File: src/brp_pkg.sv
// Shared types and constants for the HTTP byte range parser.
// Used by brp_front, brp_queue, brp_back and http_byte_range_parser.
package brp_pkg;

  localparam int unsigned LengthBits  = 48;
  localparam int unsigned PartBits    = LengthBits + 1;
  localparam int unsigned ValueBits   = 64;
  localparam int unsigned QueueDepth  = 2;
  localparam int unsigned PrefixLen   = 6;
  localparam int unsigned PosSat      = 7;

  localparam logic [7:0] CharComma = 8'h2c;
  localparam logic [7:0] CharDash  = 8'h2d;
  localparam logic [7:0] CharSpace = 8'h20;
  localparam logic [7:0] CharTab   = 8'h09;
  localparam logic [7:0] CharZero  = 8'h30;

  typedef enum logic [1:0] {
    VERDICT_NONE    = 2'd0,
    VERDICT_INVALID = 2'd1,
    VERDICT_UNSAT   = 2'd2,
    VERDICT_SAT     = 2'd3
  } brp_verdict_e;

  typedef struct packed {
    logic [7:0]            header_char;
    logic                  last;
    logic [LengthBits-1:0] entity_len;
    logic                  if_range_mismatch;
    logic                  no_header;
  } brp_in_t;

  typedef struct packed {
    brp_verdict_e          verdict;
    logic [LengthBits-1:0] range_start;
    logic [LengthBits-1:0] range_end;
    logic [PartBits-1:0]   part_length;
  } brp_out_t;

  typedef struct packed {
    logic ovf;
    logic bad;
    logic gap;
    logic content;
  } brp_flags_t;

  // One finished header as seen by the back end
  typedef struct packed {
    logic                  none;
    logic                  pre_bad;
    brp_flags_t            flags1;
    logic [ValueBits-1:0]  val1;
    brp_flags_t            flags2;
    logic [ValueBits-1:0]  val2;
    logic [LengthBits-1:0] cl;
  } brp_sum_t;

  // Lowercase unit prefix "bytes="
  function automatic logic [7:0] prefix_char(input logic [2:0] idx);
    logic [7:0] ch;
    case (idx)
      3'd0:    ch = 8'h62;
      3'd1:    ch = 8'h79;
      3'd2:    ch = 8'h74;
      3'd3:    ch = 8'h65;
      3'd4:    ch = 8'h73;
      3'd5:    ch = 8'h3d;
      default: ch = 8'h00;
    endcase
    return ch;
  endfunction

endpackage

File: src/http_byte_range_parser.sv
// Top level of the HTTP Range header single byte range parser.
// Instantiates brp_front, brp_queue and brp_back; depends on brp_pkg.
//
//   channel | direction | handshake               | payload
//   in      | input     | in_valid_i / in_ready_o  | in_data_i  (brp_pkg::brp_in_t)
//   out     | output    | out_valid_o / out_ready_i| out_data_o (brp_pkg::brp_out_t)
//
// One header byte is taken per cycle while in_ready_o is high.
// The verdict passes from the queue through the judge stage and the part length stage
// into the output register, and out_valid_o rises when that register is loaded.
// Reset clears the token state, the queue pointers and both stage valids.
// in_ready_o drops only while the summary queue is full, i.e. when the output
// side has been stalled; per-byte work is the classify and times-ten accumulate.
module http_byte_range_parser #(
  parameter int unsigned QUEUE_DEPTH = brp_pkg::QueueDepth
) (
  input  logic              clk_i,
  input  logic              rst_ni,
  input  logic              in_valid_i,
  output logic              in_ready_o,
  input  brp_pkg::brp_in_t  in_data_i,
  output logic              out_valid_o,
  input  logic              out_ready_i,
  output brp_pkg::brp_out_t out_data_o
);

  logic              full;
  logic              push;
  brp_pkg::brp_sum_t push_data;
  logic              pop;
  logic              head_valid;
  brp_pkg::brp_sum_t head_data;

  brp_front u_front (
    .clk_i      (clk_i),
    .rst_ni     (rst_ni),
    .in_valid_i (in_valid_i),
    .in_ready_o (in_ready_o),
    .in_data_i  (in_data_i),
    .full_i     (full),
    .push_o     (push),
    .sum_o      (push_data)
  );

  brp_queue #(
    .DEPTH (QUEUE_DEPTH)
  ) u_queue (
    .clk_i        (clk_i),
    .rst_ni       (rst_ni),
    .push_i       (push),
    .push_data_i  (push_data),
    .full_o       (full),
    .pop_i        (pop),
    .head_valid_o (head_valid),
    .head_data_o  (head_data)
  );

  brp_back u_back (
    .clk_i        (clk_i),
    .rst_ni       (rst_ni),
    .head_valid_i (head_valid),
    .head_data_i  (head_data),
    .pop_o        (pop),
    .out_valid_o  (out_valid_o),
    .out_ready_i  (out_ready_i),
    .out_data_o   (out_data_o)
  );

endmodule

File: src/brp_front.sv
// Front end: takes header bytes, tracks prefix, dash and comma, accumulates tokens.
// Emits one brp_pkg::brp_sum_t per header on its last byte. Depends on brp_pkg.
module brp_front (
  input  logic              clk_i,
  input  logic              rst_ni,
  input  logic              in_valid_i,
  output logic              in_ready_o,
  input  brp_pkg::brp_in_t  in_data_i,
  input  logic              full_i,
  output logic              push_o,
  output brp_pkg::brp_sum_t sum_o
);

  logic [2:0]                      pos_q, pos_d;
  logic                            prefix_bad_q, prefix_bad_d;
  logic                            dash_q, dash_d;
  logic                            comma_q, comma_d;
  brp_pkg::brp_flags_t             f1_q, f1_d, f2_q, f2_d;
  logic [brp_pkg::ValueBits-1:0]   v1_q, v1_d, v2_q, v2_d;

  logic                            accept;
  logic                            take;
  logic [7:0]                      ch;
  logic [7:0]                      low;
  logic                            blank;
  logic                            digit;
  brp_pkg::brp_flags_t             tf_in, tf_out;
  logic [brp_pkg::ValueBits-1:0]   tv_in, tv_out;
  logic [brp_pkg::ValueBits+3:0]   acc;

  assign in_ready_o = !full_i;
  assign accept     = in_valid_i && in_ready_o;
  assign ch         = in_data_i.header_char;
  assign take       = !in_data_i.no_header &&
                      (!in_data_i.last || !in_data_i.if_range_mismatch);

  // Shared times-ten accumulator, applied to whichever token is open
  always_comb begin
    low   = (ch inside {[8'h41:8'h5a]}) ? (ch | 8'h20) : ch;
    blank = (ch == brp_pkg::CharSpace) || (ch == brp_pkg::CharTab);
    digit = ch inside {[8'h30:8'h39]};
    tf_in = dash_q ? f2_q : f1_q;
    tv_in = dash_q ? v2_q : v1_q;
    // the low nibble of an ASCII digit is its value
    acc   = ({4'b0, tv_in} << 3) + ({4'b0, tv_in} << 1)
            + {{(brp_pkg::ValueBits){1'b0}}, ch[3:0]};
    tf_out = tf_in;
    tv_out = tv_in;
    if (blank) begin
      if (tf_in.content) tf_out.gap = 1'b1;
    end else begin
      if (tf_in.gap) tf_out.bad = 1'b1;
      tf_out.content = 1'b1;
      if (digit) begin
        tv_out = acc[brp_pkg::ValueBits-1:0];
        if (|acc[brp_pkg::ValueBits+3:brp_pkg::ValueBits]) tf_out.ovf = 1'b1;
      end else begin
        tf_out.bad = 1'b1;
      end
    end
  end

  always_comb begin
    pos_d        = pos_q;
    prefix_bad_d = prefix_bad_q;
    dash_d       = dash_q;
    comma_d      = comma_q;
    f1_d         = f1_q;
    v1_d         = v1_q;
    f2_d         = f2_q;
    v2_d         = v2_q;
    if (pos_q < 3'(brp_pkg::PrefixLen)) begin
      if (low != brp_pkg::prefix_char(pos_q)) prefix_bad_d = 1'b1;
    end else if (ch == brp_pkg::CharComma) begin
      comma_d = 1'b1;
    end else if (ch == brp_pkg::CharDash && !dash_q) begin
      dash_d = 1'b1;
    end else if (!dash_q) begin
      f1_d = tf_out;
      v1_d = tv_out;
    end else begin
      f2_d = tf_out;
      v2_d = tv_out;
    end
    if (pos_q < 3'(brp_pkg::PosSat)) pos_d = pos_q + 3'd1;
  end

  always_comb begin
    sum_o.none    = in_data_i.no_header || in_data_i.if_range_mismatch;
    sum_o.pre_bad = prefix_bad_d || (pos_d < 3'(brp_pkg::PosSat)) || comma_d || !dash_d;
    sum_o.flags1  = f1_d;
    sum_o.val1    = v1_d;
    sum_o.flags2  = f2_d;
    sum_o.val2    = v2_d;
    sum_o.cl      = in_data_i.entity_len;
  end

  assign push_o = accept && in_data_i.last;

  always_ff @(posedge clk_i or negedge rst_ni) begin
    if (!rst_ni) begin
      pos_q        <= '0;
      prefix_bad_q <= 1'b0;
      dash_q       <= 1'b0;
      comma_q      <= 1'b0;
      f1_q         <= '0;
      v1_q         <= '0;
      f2_q         <= '0;
      v2_q         <= '0;
    end else if (accept) begin
      if (in_data_i.last) begin
        // header done: start over for the next one
        pos_q        <= '0;
        prefix_bad_q <= 1'b0;
        dash_q       <= 1'b0;
        comma_q      <= 1'b0;
        f1_q         <= '0;
        v1_q         <= '0;
        f2_q         <= '0;
        v2_q         <= '0;
      end else if (take) begin
        pos_q        <= pos_d;
        prefix_bad_q <= prefix_bad_d;
        dash_q       <= dash_d;
        comma_q      <= comma_d;
        f1_q         <= f1_d;
        v1_q         <= v1_d;
        f2_q         <= f2_d;
        v2_q         <= v2_d;
      end
    end
  end

  a_last_clears: assert property (@(posedge clk_i) disable iff (!rst_ni)
    push_o |=> (pos_q == 3'd0) && !dash_q && !comma_q && !prefix_bad_q)
    else $error("front state not cleared after last byte");

  a_pos_sat: assert property (@(posedge clk_i) disable iff (!rst_ni)
    ($past(pos_q) == 3'(brp_pkg::PosSat)) |-> (pos_q == 3'(brp_pkg::PosSat)) || (pos_q == 3'd0))
    else $error("byte position left saturation other than by clearing");

endmodule

File: src/brp_queue.sv
// Short queue of finished header summaries between front and back end.
// Depends on brp_pkg for brp_sum_t.
module brp_queue #(
  parameter int unsigned DEPTH = brp_pkg::QueueDepth
) (
  input  logic              clk_i,
  input  logic              rst_ni,
  input  logic              push_i,
  input  brp_pkg::brp_sum_t push_data_i,
  output logic              full_o,
  input  logic              pop_i,
  output logic              head_valid_o,
  output brp_pkg::brp_sum_t head_data_o
);

  localparam int unsigned PtrW = (DEPTH > 1) ? $clog2(DEPTH) : 1;
  localparam int unsigned CntW = $clog2(DEPTH + 1);

  brp_pkg::brp_sum_t mem_q [DEPTH];
  logic [PtrW-1:0]   wr_q, wr_d, rd_q, rd_d;
  logic [CntW-1:0]   cnt_q, cnt_d;

  assign full_o       = cnt_q == CntW'(DEPTH);
  assign head_valid_o = cnt_q != '0;
  assign head_data_o  = mem_q[rd_q];

  always_comb begin
    wr_d  = wr_q;
    rd_d  = rd_q;
    cnt_d = cnt_q;
    if (push_i) wr_d = (wr_q == PtrW'(DEPTH - 1)) ? '0 : wr_q + PtrW'(1);
    if (pop_i)  rd_d = (rd_q == PtrW'(DEPTH - 1)) ? '0 : rd_q + PtrW'(1);
    if (push_i && !pop_i) cnt_d = cnt_q + CntW'(1);
    if (pop_i && !push_i) cnt_d = cnt_q - CntW'(1);
  end

  always_ff @(posedge clk_i or negedge rst_ni) begin
    if (!rst_ni) begin
      wr_q  <= '0;
      rd_q  <= '0;
      cnt_q <= '0;
    end else begin
      wr_q  <= wr_d;
      rd_q  <= rd_d;
      cnt_q <= cnt_d;
    end
  end

  always_ff @(posedge clk_i) begin
    if (push_i) mem_q[wr_q] <= push_data_i;
  end

  a_no_overflow: assert property (@(posedge clk_i) disable iff (!rst_ni)
    push_i |-> !full_o || pop_i)
    else $error("summary pushed into full queue");

  a_no_underflow: assert property (@(posedge clk_i) disable iff (!rst_ni)
    pop_i |-> head_valid_o)
    else $error("pop from empty queue");

endmodule

File: src/brp_back.sv
// Back end: judges one header summary, then forms the part length.
// Two stall-able stages, the second is the output register. Depends on brp_pkg.
module brp_back (
  input  logic              clk_i,
  input  logic              rst_ni,
  input  logic              head_valid_i,
  input  brp_pkg::brp_sum_t head_data_i,
  output logic              pop_o,
  output logic              out_valid_o,
  input  logic              out_ready_i,
  output brp_pkg::brp_out_t out_data_o
);

  localparam int unsigned LB = brp_pkg::LengthBits;
  localparam int unsigned VB = brp_pkg::ValueBits;

  logic                  s1_valid_q;
  brp_pkg::brp_verdict_e s1_verdict_q, s1_verdict_d;
  logic [LB-1:0]         s1_start_q, s1_start_d;
  logic [LB-1:0]         s1_end_q, s1_end_d;
  logic                  out_valid_q;
  brp_pkg::brp_out_t     out_q, out_d;
  logic                  out_adv, s1_adv;

  logic [VB-1:0]         cl_w;
  logic [LB-1:0]         cl_m1;
  logic                  good1, good2;

  assign out_adv = !out_valid_q || out_ready_i;
  assign s1_adv  = !s1_valid_q || out_adv;
  assign pop_o   = head_valid_i && s1_adv;

  // Judge: checks in fixed priority, start and end limited to the entity
  always_comb begin
    cl_w  = {{(VB - LB){1'b0}}, head_data_i.cl};
    cl_m1 = head_data_i.cl - LB'(1);
    good1 = head_data_i.flags1.content && !head_data_i.flags1.bad && !head_data_i.flags1.ovf;
    good2 = head_data_i.flags2.content && !head_data_i.flags2.bad && !head_data_i.flags2.ovf;
    s1_verdict_d = brp_pkg::VERDICT_SAT;
    s1_start_d   = '0;
    s1_end_d     = cl_m1;
    if (head_data_i.none) begin
      s1_verdict_d = brp_pkg::VERDICT_NONE;
    end else if (head_data_i.pre_bad) begin
      s1_verdict_d = brp_pkg::VERDICT_INVALID;
    end else if (!head_data_i.flags1.content && !head_data_i.flags2.content) begin
      s1_verdict_d = brp_pkg::VERDICT_INVALID;
    end else if (head_data_i.cl == '0) begin
      s1_verdict_d = brp_pkg::VERDICT_UNSAT;
    end else if (!head_data_i.flags1.content) begin
      // suffix form: last N bytes
      if (!good2 || head_data_i.val2 == '0) begin
        s1_verdict_d = brp_pkg::VERDICT_UNSAT;
      end else if (head_data_i.val2 < cl_w) begin
        s1_start_d = head_data_i.cl - head_data_i.val2[LB-1:0];
      end
    end else if (!good1) begin
      s1_verdict_d = brp_pkg::VERDICT_INVALID;
    end else if (head_data_i.val1 >= cl_w) begin
      s1_verdict_d = brp_pkg::VERDICT_UNSAT;
    end else begin
      s1_start_d = head_data_i.val1[LB-1:0];
      if (head_data_i.flags2.content) begin
        if (!good2) begin
          s1_verdict_d = brp_pkg::VERDICT_INVALID;
        end else if (head_data_i.val2 < head_data_i.val1) begin
          s1_verdict_d = brp_pkg::VERDICT_UNSAT;
        end else if (head_data_i.val2 < cl_w) begin
          s1_end_d = head_data_i.val2[LB-1:0];
        end
      end
    end
    if (s1_verdict_d != brp_pkg::VERDICT_SAT) begin
      s1_start_d = '0;
      s1_end_d   = '0;
    end
  end

  always_comb begin
    out_d.verdict     = s1_verdict_q;
    out_d.range_start = s1_start_q;
    out_d.range_end   = s1_end_q;
    out_d.part_length = '0;
    if (s1_verdict_q == brp_pkg::VERDICT_SAT) begin
      out_d.part_length = {1'b0, s1_end_q} - {1'b0, s1_start_q} + (LB + 1)'(1);
    end
  end

  always_ff @(posedge clk_i or negedge rst_ni) begin
    if (!rst_ni) begin
      s1_valid_q  <= 1'b0;
      out_valid_q <= 1'b0;
    end else begin
      if (s1_adv)  s1_valid_q  <= head_valid_i;
      if (out_adv) out_valid_q <= s1_valid_q;
    end
  end

  always_ff @(posedge clk_i) begin
    if (pop_o) begin
      s1_verdict_q <= s1_verdict_d;
      s1_start_q   <= s1_start_d;
      s1_end_q     <= s1_end_d;
    end
    if (out_adv && s1_valid_q) out_q <= out_d;
  end

  assign out_valid_o = out_valid_q;
  assign out_data_o  = out_q;

  a_unsat_zero: assert property (@(posedge clk_i) disable iff (!rst_ni)
    out_valid_o && (out_data_o.verdict != brp_pkg::VERDICT_SAT) |->
      (out_data_o.range_start == '0) && (out_data_o.range_end == '0) &&
      (out_data_o.part_length == '0))
    else $error("range fields not zero on non-satisfiable verdict");

  a_sat_order: assert property (@(posedge clk_i) disable iff (!rst_ni)
    out_valid_o && (out_data_o.verdict == brp_pkg::VERDICT_SAT) |->
      (out_data_o.range_start <= out_data_o.range_end) && (out_data_o.part_length != '0))
    else $error("satisfiable range with start past end");

endmodule
File: config.mk
export PLATFORM = sky130hd
export DESIGN_NAME = http_byte_range_parser
export DESIGN_NICKNAME = d
export VERILOG_FILES = /design/src/brp_pkg.sv /design/src/http_byte_range_parser.sv /design/src/brp_front.sv /design/src/brp_queue.sv /design/src/brp_back.sv
export SDC_FILE = /design/constraint.sdc
export NUM_CORES = 2
export LEC_CHECK = 0
export ABC_AREA = 0
export ABC_CLOCK_PERIOD_IN_PS = 10200
export BUFFER_PORTS_ARGS = -buffer_cell sky130_fd_sc_hd__buf_4
export CAP_MARGIN = 5
export CELL_PAD_IN_SITES_DETAIL_PLACEMENT = 0
export CELL_PAD_IN_SITES_GLOBAL_PLACEMENT = 1
export CORE_MARGIN = 3
export CORE_UTILIZATION = 50
export DETAILED_ROUTE_END_ITERATION = 6
export PLACE_DENSITY_LB_ADDON = 0.1
export SLEW_MARGIN = 20
export SYNTH_ARGS = -nofsm -noshare
export SYNTH_HDL_FRONTEND = slang
export SYNTH_SLANG_ARGS = --single-unit
File: constraint.sdc
create_clock -name clk_i -period 10.2 [get_ports clk_i]
set_input_delay 2.04 -clock clk_i [delete_from_list [all_inputs] [get_ports clk_i]]
set_output_delay 2.04 -clock clk_i [all_outputs]
set_load 0.02 [all_outputs]
==> flow_metrics.tcl <==
set metrics [dict create \
    place_ws_ns 3.418 \
    routed_wl_microns 131500 \
    vias 33485 \
    critPathSlowestCell "dfrtp_4" \
    min_from "u_back.s1_start_q[5]" \
    core.rowCount 110 \
    cts-root-buf "clkbuf_16" \
    slew_headroom 0.2400 \
    cp-start-kind "register" \
    io_buffers 211 \
    crit_path_cell_trace "buf_4 > mux2_2 > ha_1 > nand4_1 > or4_1 > or4_4 > a211oi_2 > a31oi_1 > o221ai_1 > a21oi_2 > nor4_4 > nor3b_4 > buf_4 > mux2i_1 > nor2_1" \
    final_max_slew_viol_count 0 \
    syn_nets 4785 \
    power.total_mw 13.84 \
    synthFlopType "edfxtp_1" \
    cpPeakStageDelay_ns 0.97 \
    drt-initial-drc-count 3028 \
    antenna_found_initial 3 \
    grt_pass1_vias 32484 \
    cp.required_ns 10.57 \
    power.density_mw_per_mm2 268.4 \
    stdcell_count 5674 \
    initial_core_util 0.5083 \
    cts.clk_slew.worst_paths_ns 0.06 \
    syn_inst 4282 \
    cp-startpoint "u_queue.rd_q" \
    routabilityCongestion 0.9041 \
    syn_area_sq_mm 0.04617 \
    cp-end-kind "register" \
    clock.fmax_mhz 147.1 \
    overflow 0 \
    synth_enable_flop_cells 613 \
    grt_pass1_wl_microns 198600 \
    coreArea_sq_mm 0.09084 \
    setup_ws_ns 3.404 \
    crit_family "simple AND/OR/NAND/NOR gates" \
    fp.dieW_microns 309.9 \
    crit_buf_inv 2 \
    dr.pass1.iters 6 \
    synth_cell_type_count 89 \
    hold_viol 0 \
    clk_latency_ns 0.67 \
    utilization 0.5677 \
    layout-drive-gt1-share 0.1319 \
    drc 0 \
    path_max_fanout 57 \
    cpMostUsedCell "buf_4" \
    seq_area_frac_synth 0.4789 \
    hold_slack_ns 0.4467 \
    final_cell_mix "edfxtp_1, ha_1, nand2_1" \
    status "finished, final reports clean" \
    cp.arrival_ns 7.17 \
    setup_viol 0 \
    post_cts_buffers 0 \
    final_area_sq_mm 0.05156 \
    hpwl_microns 99180 \
    viasPerCell 5.901 \
    min_period_over_period 0.6663 \
    cts_tree "yes" \
    grt_use_total 0.2702 \
    maxCapViolations 0 \
    final_common_cell "edfxtp_1" \
    dieArea_sq_mm 0.09603 \
    postPlaceCellArea_sq_mm 0.04880 \
    ys_seq_elements 761 \
    r2r_start "u_queue.rd_q" \
    clock_path_buffers 3 \
    syn2layout_area_growth_pct 11.68 \
    peakVddDrop_mv 0.1757 \
    p_leak_nw 21.18 \
    setup_tns_ns 0 \
    htreeDepth 3 \
    final_nets 4929 \
    hp-class "reg -> reg" \
    post_cts_resized 0 \
    fillers 7884 \
    dp_cells 5517 \
    ctsHoldBuffers 0 \
    clock_sinks 761 \
    worst_pin_slew_ns 1.134 \
    synth_warnings 0 \
    antenna_left 0 \
    min_period_ns 6.796 \
    ys_async_sr_fraction 0.1945 \
    fp.dieH_microns 309.9 \
    routedWlPerCell_microns 23.17 \
    rsz0062_at_grt "false" \
    avgSynthCellArea_sq_um 10.78 \
    ios 212 \
    numCtsBuffers 83 \
    worstSetupPathType "reg -> reg" \
    grt_max_degree 138 \
    fin_worst_skew_ns 0.02365 \
]
-- synthesized netlist by cell type (all sizes together) (47+ instances only) --
master    n  area [sq um]
edfxtp  613         18410
ha      436          5455
nand2   373          1400
o21ai   373          1867
nor2    300          1144
a21oi   256          1285
inv     244         915.9
mux2    153          1723
mux2i   153          1539
dfrtp   148          3704
clkbuf  133         499.2
xnor2   122          1069
a21o     94         705.7
nand4    73         456.7
nor3     71         370.4
a22o     66         578.1
xor2     65         569.3
buf      55         374.1
a211oi   47         392.9
a22oi    47         352.8
-- final cells by class --
| class | count | area, sq um | share of cell area |
|---|---|---|---|
| Clock buffer | 107 | 2197 | 0.04261 |
| Inverter | 244 | 915.9 | 0.01776 |
| Sequential cell | 761 | 22120 | 0.4289 |
| Clock inverter | 47 | 559.3 | 0.01085 |
| Timing Repair Buffer | 247 | 1906 | 0.03696 |
| Antenna cell | 3 | 7.507 | 0.0001456 |
| Tap cell | 1176 | 1471 | 0.02854 |
| Multi-Input combinational cell | 3089 | 22390 | 0.4342 |
-- power breakdown --
| part | internal, mW | total (mW) | switching [mW] |
|---|---|---|---|
| Clock | 1.77 | 3.05 | 1.28 |
| Sequential | 4.16 | 4.50 | 0.341 |
| Combinational | 2.42 | 6.29 | 3.87 |
-- path summary, 6_finish.rpt --
path	cells after the start	slack, ns	to
hold reg to reg	0	0.45	u_back.out_data_o[102]
setup / recovery	15	3.40	u_back.s1_end_q[38]
min in group asynchronous	1	1.47	u_front.v1_q[6]
max in group asynchronous	2	7.16	u_queue.rd_q
setup reg to reg	15	3.40	u_back.s1_end_q[38]
hold / removal	0	0.45	u_back.out_data_o[102]
-- layer usage --
metal | GRT usage | vias to the layer above | part of all wire
met5 | 0 | - | 0.00013
met4 | 0.05687 | 2 | 0.019
met3 | 0.03167 | 144 | 0.054
met2 | 0.4312 | 956 | 0.45
met1 | 0.3982 | 16237 | 0.47
li1 | - | 16146 | -
-- cells by family (layout without fill, tap and decap cells) --
kind of cell    count (synthesis)  after routing  synth area share
simple gates                 1062           1062            0.1076
fa+ha+maj                     440            440            0.1199
xor+xnor                      187            187           0.03547
compound gates               1094           1094            0.1488
buf+inv                       432            645           0.03875
mux                           306            306           0.07064
other cells                     0              3                 0
flops                         761            761            0.4789
-- registers in the layout, summed over array words and instances (netlist names) --
register / flops
u_queue.rd_q: 1
u_queue.cnt_q: 2
u_front.v2_q: 64
u_queue.mem_q: 368
u_back.s1_end_q: 48
u_front.v1_q: 64
u_queue.wr_q: 1
u_back.out_valid_o: 1
u_back.s1_verdict_q: 2
u_back.s1_valid_q: 1
u_front.pos_q: 3
u_front.comma_q: 1
u_back.s1_start_q: 48
u_front.f1_q: 4
u_front.dash_q: 1
u_front.prefix_bad_q: 1
u_back.out_data_o: 147
u_front.f2_q: 4
(Power assumes the default switching activity.)
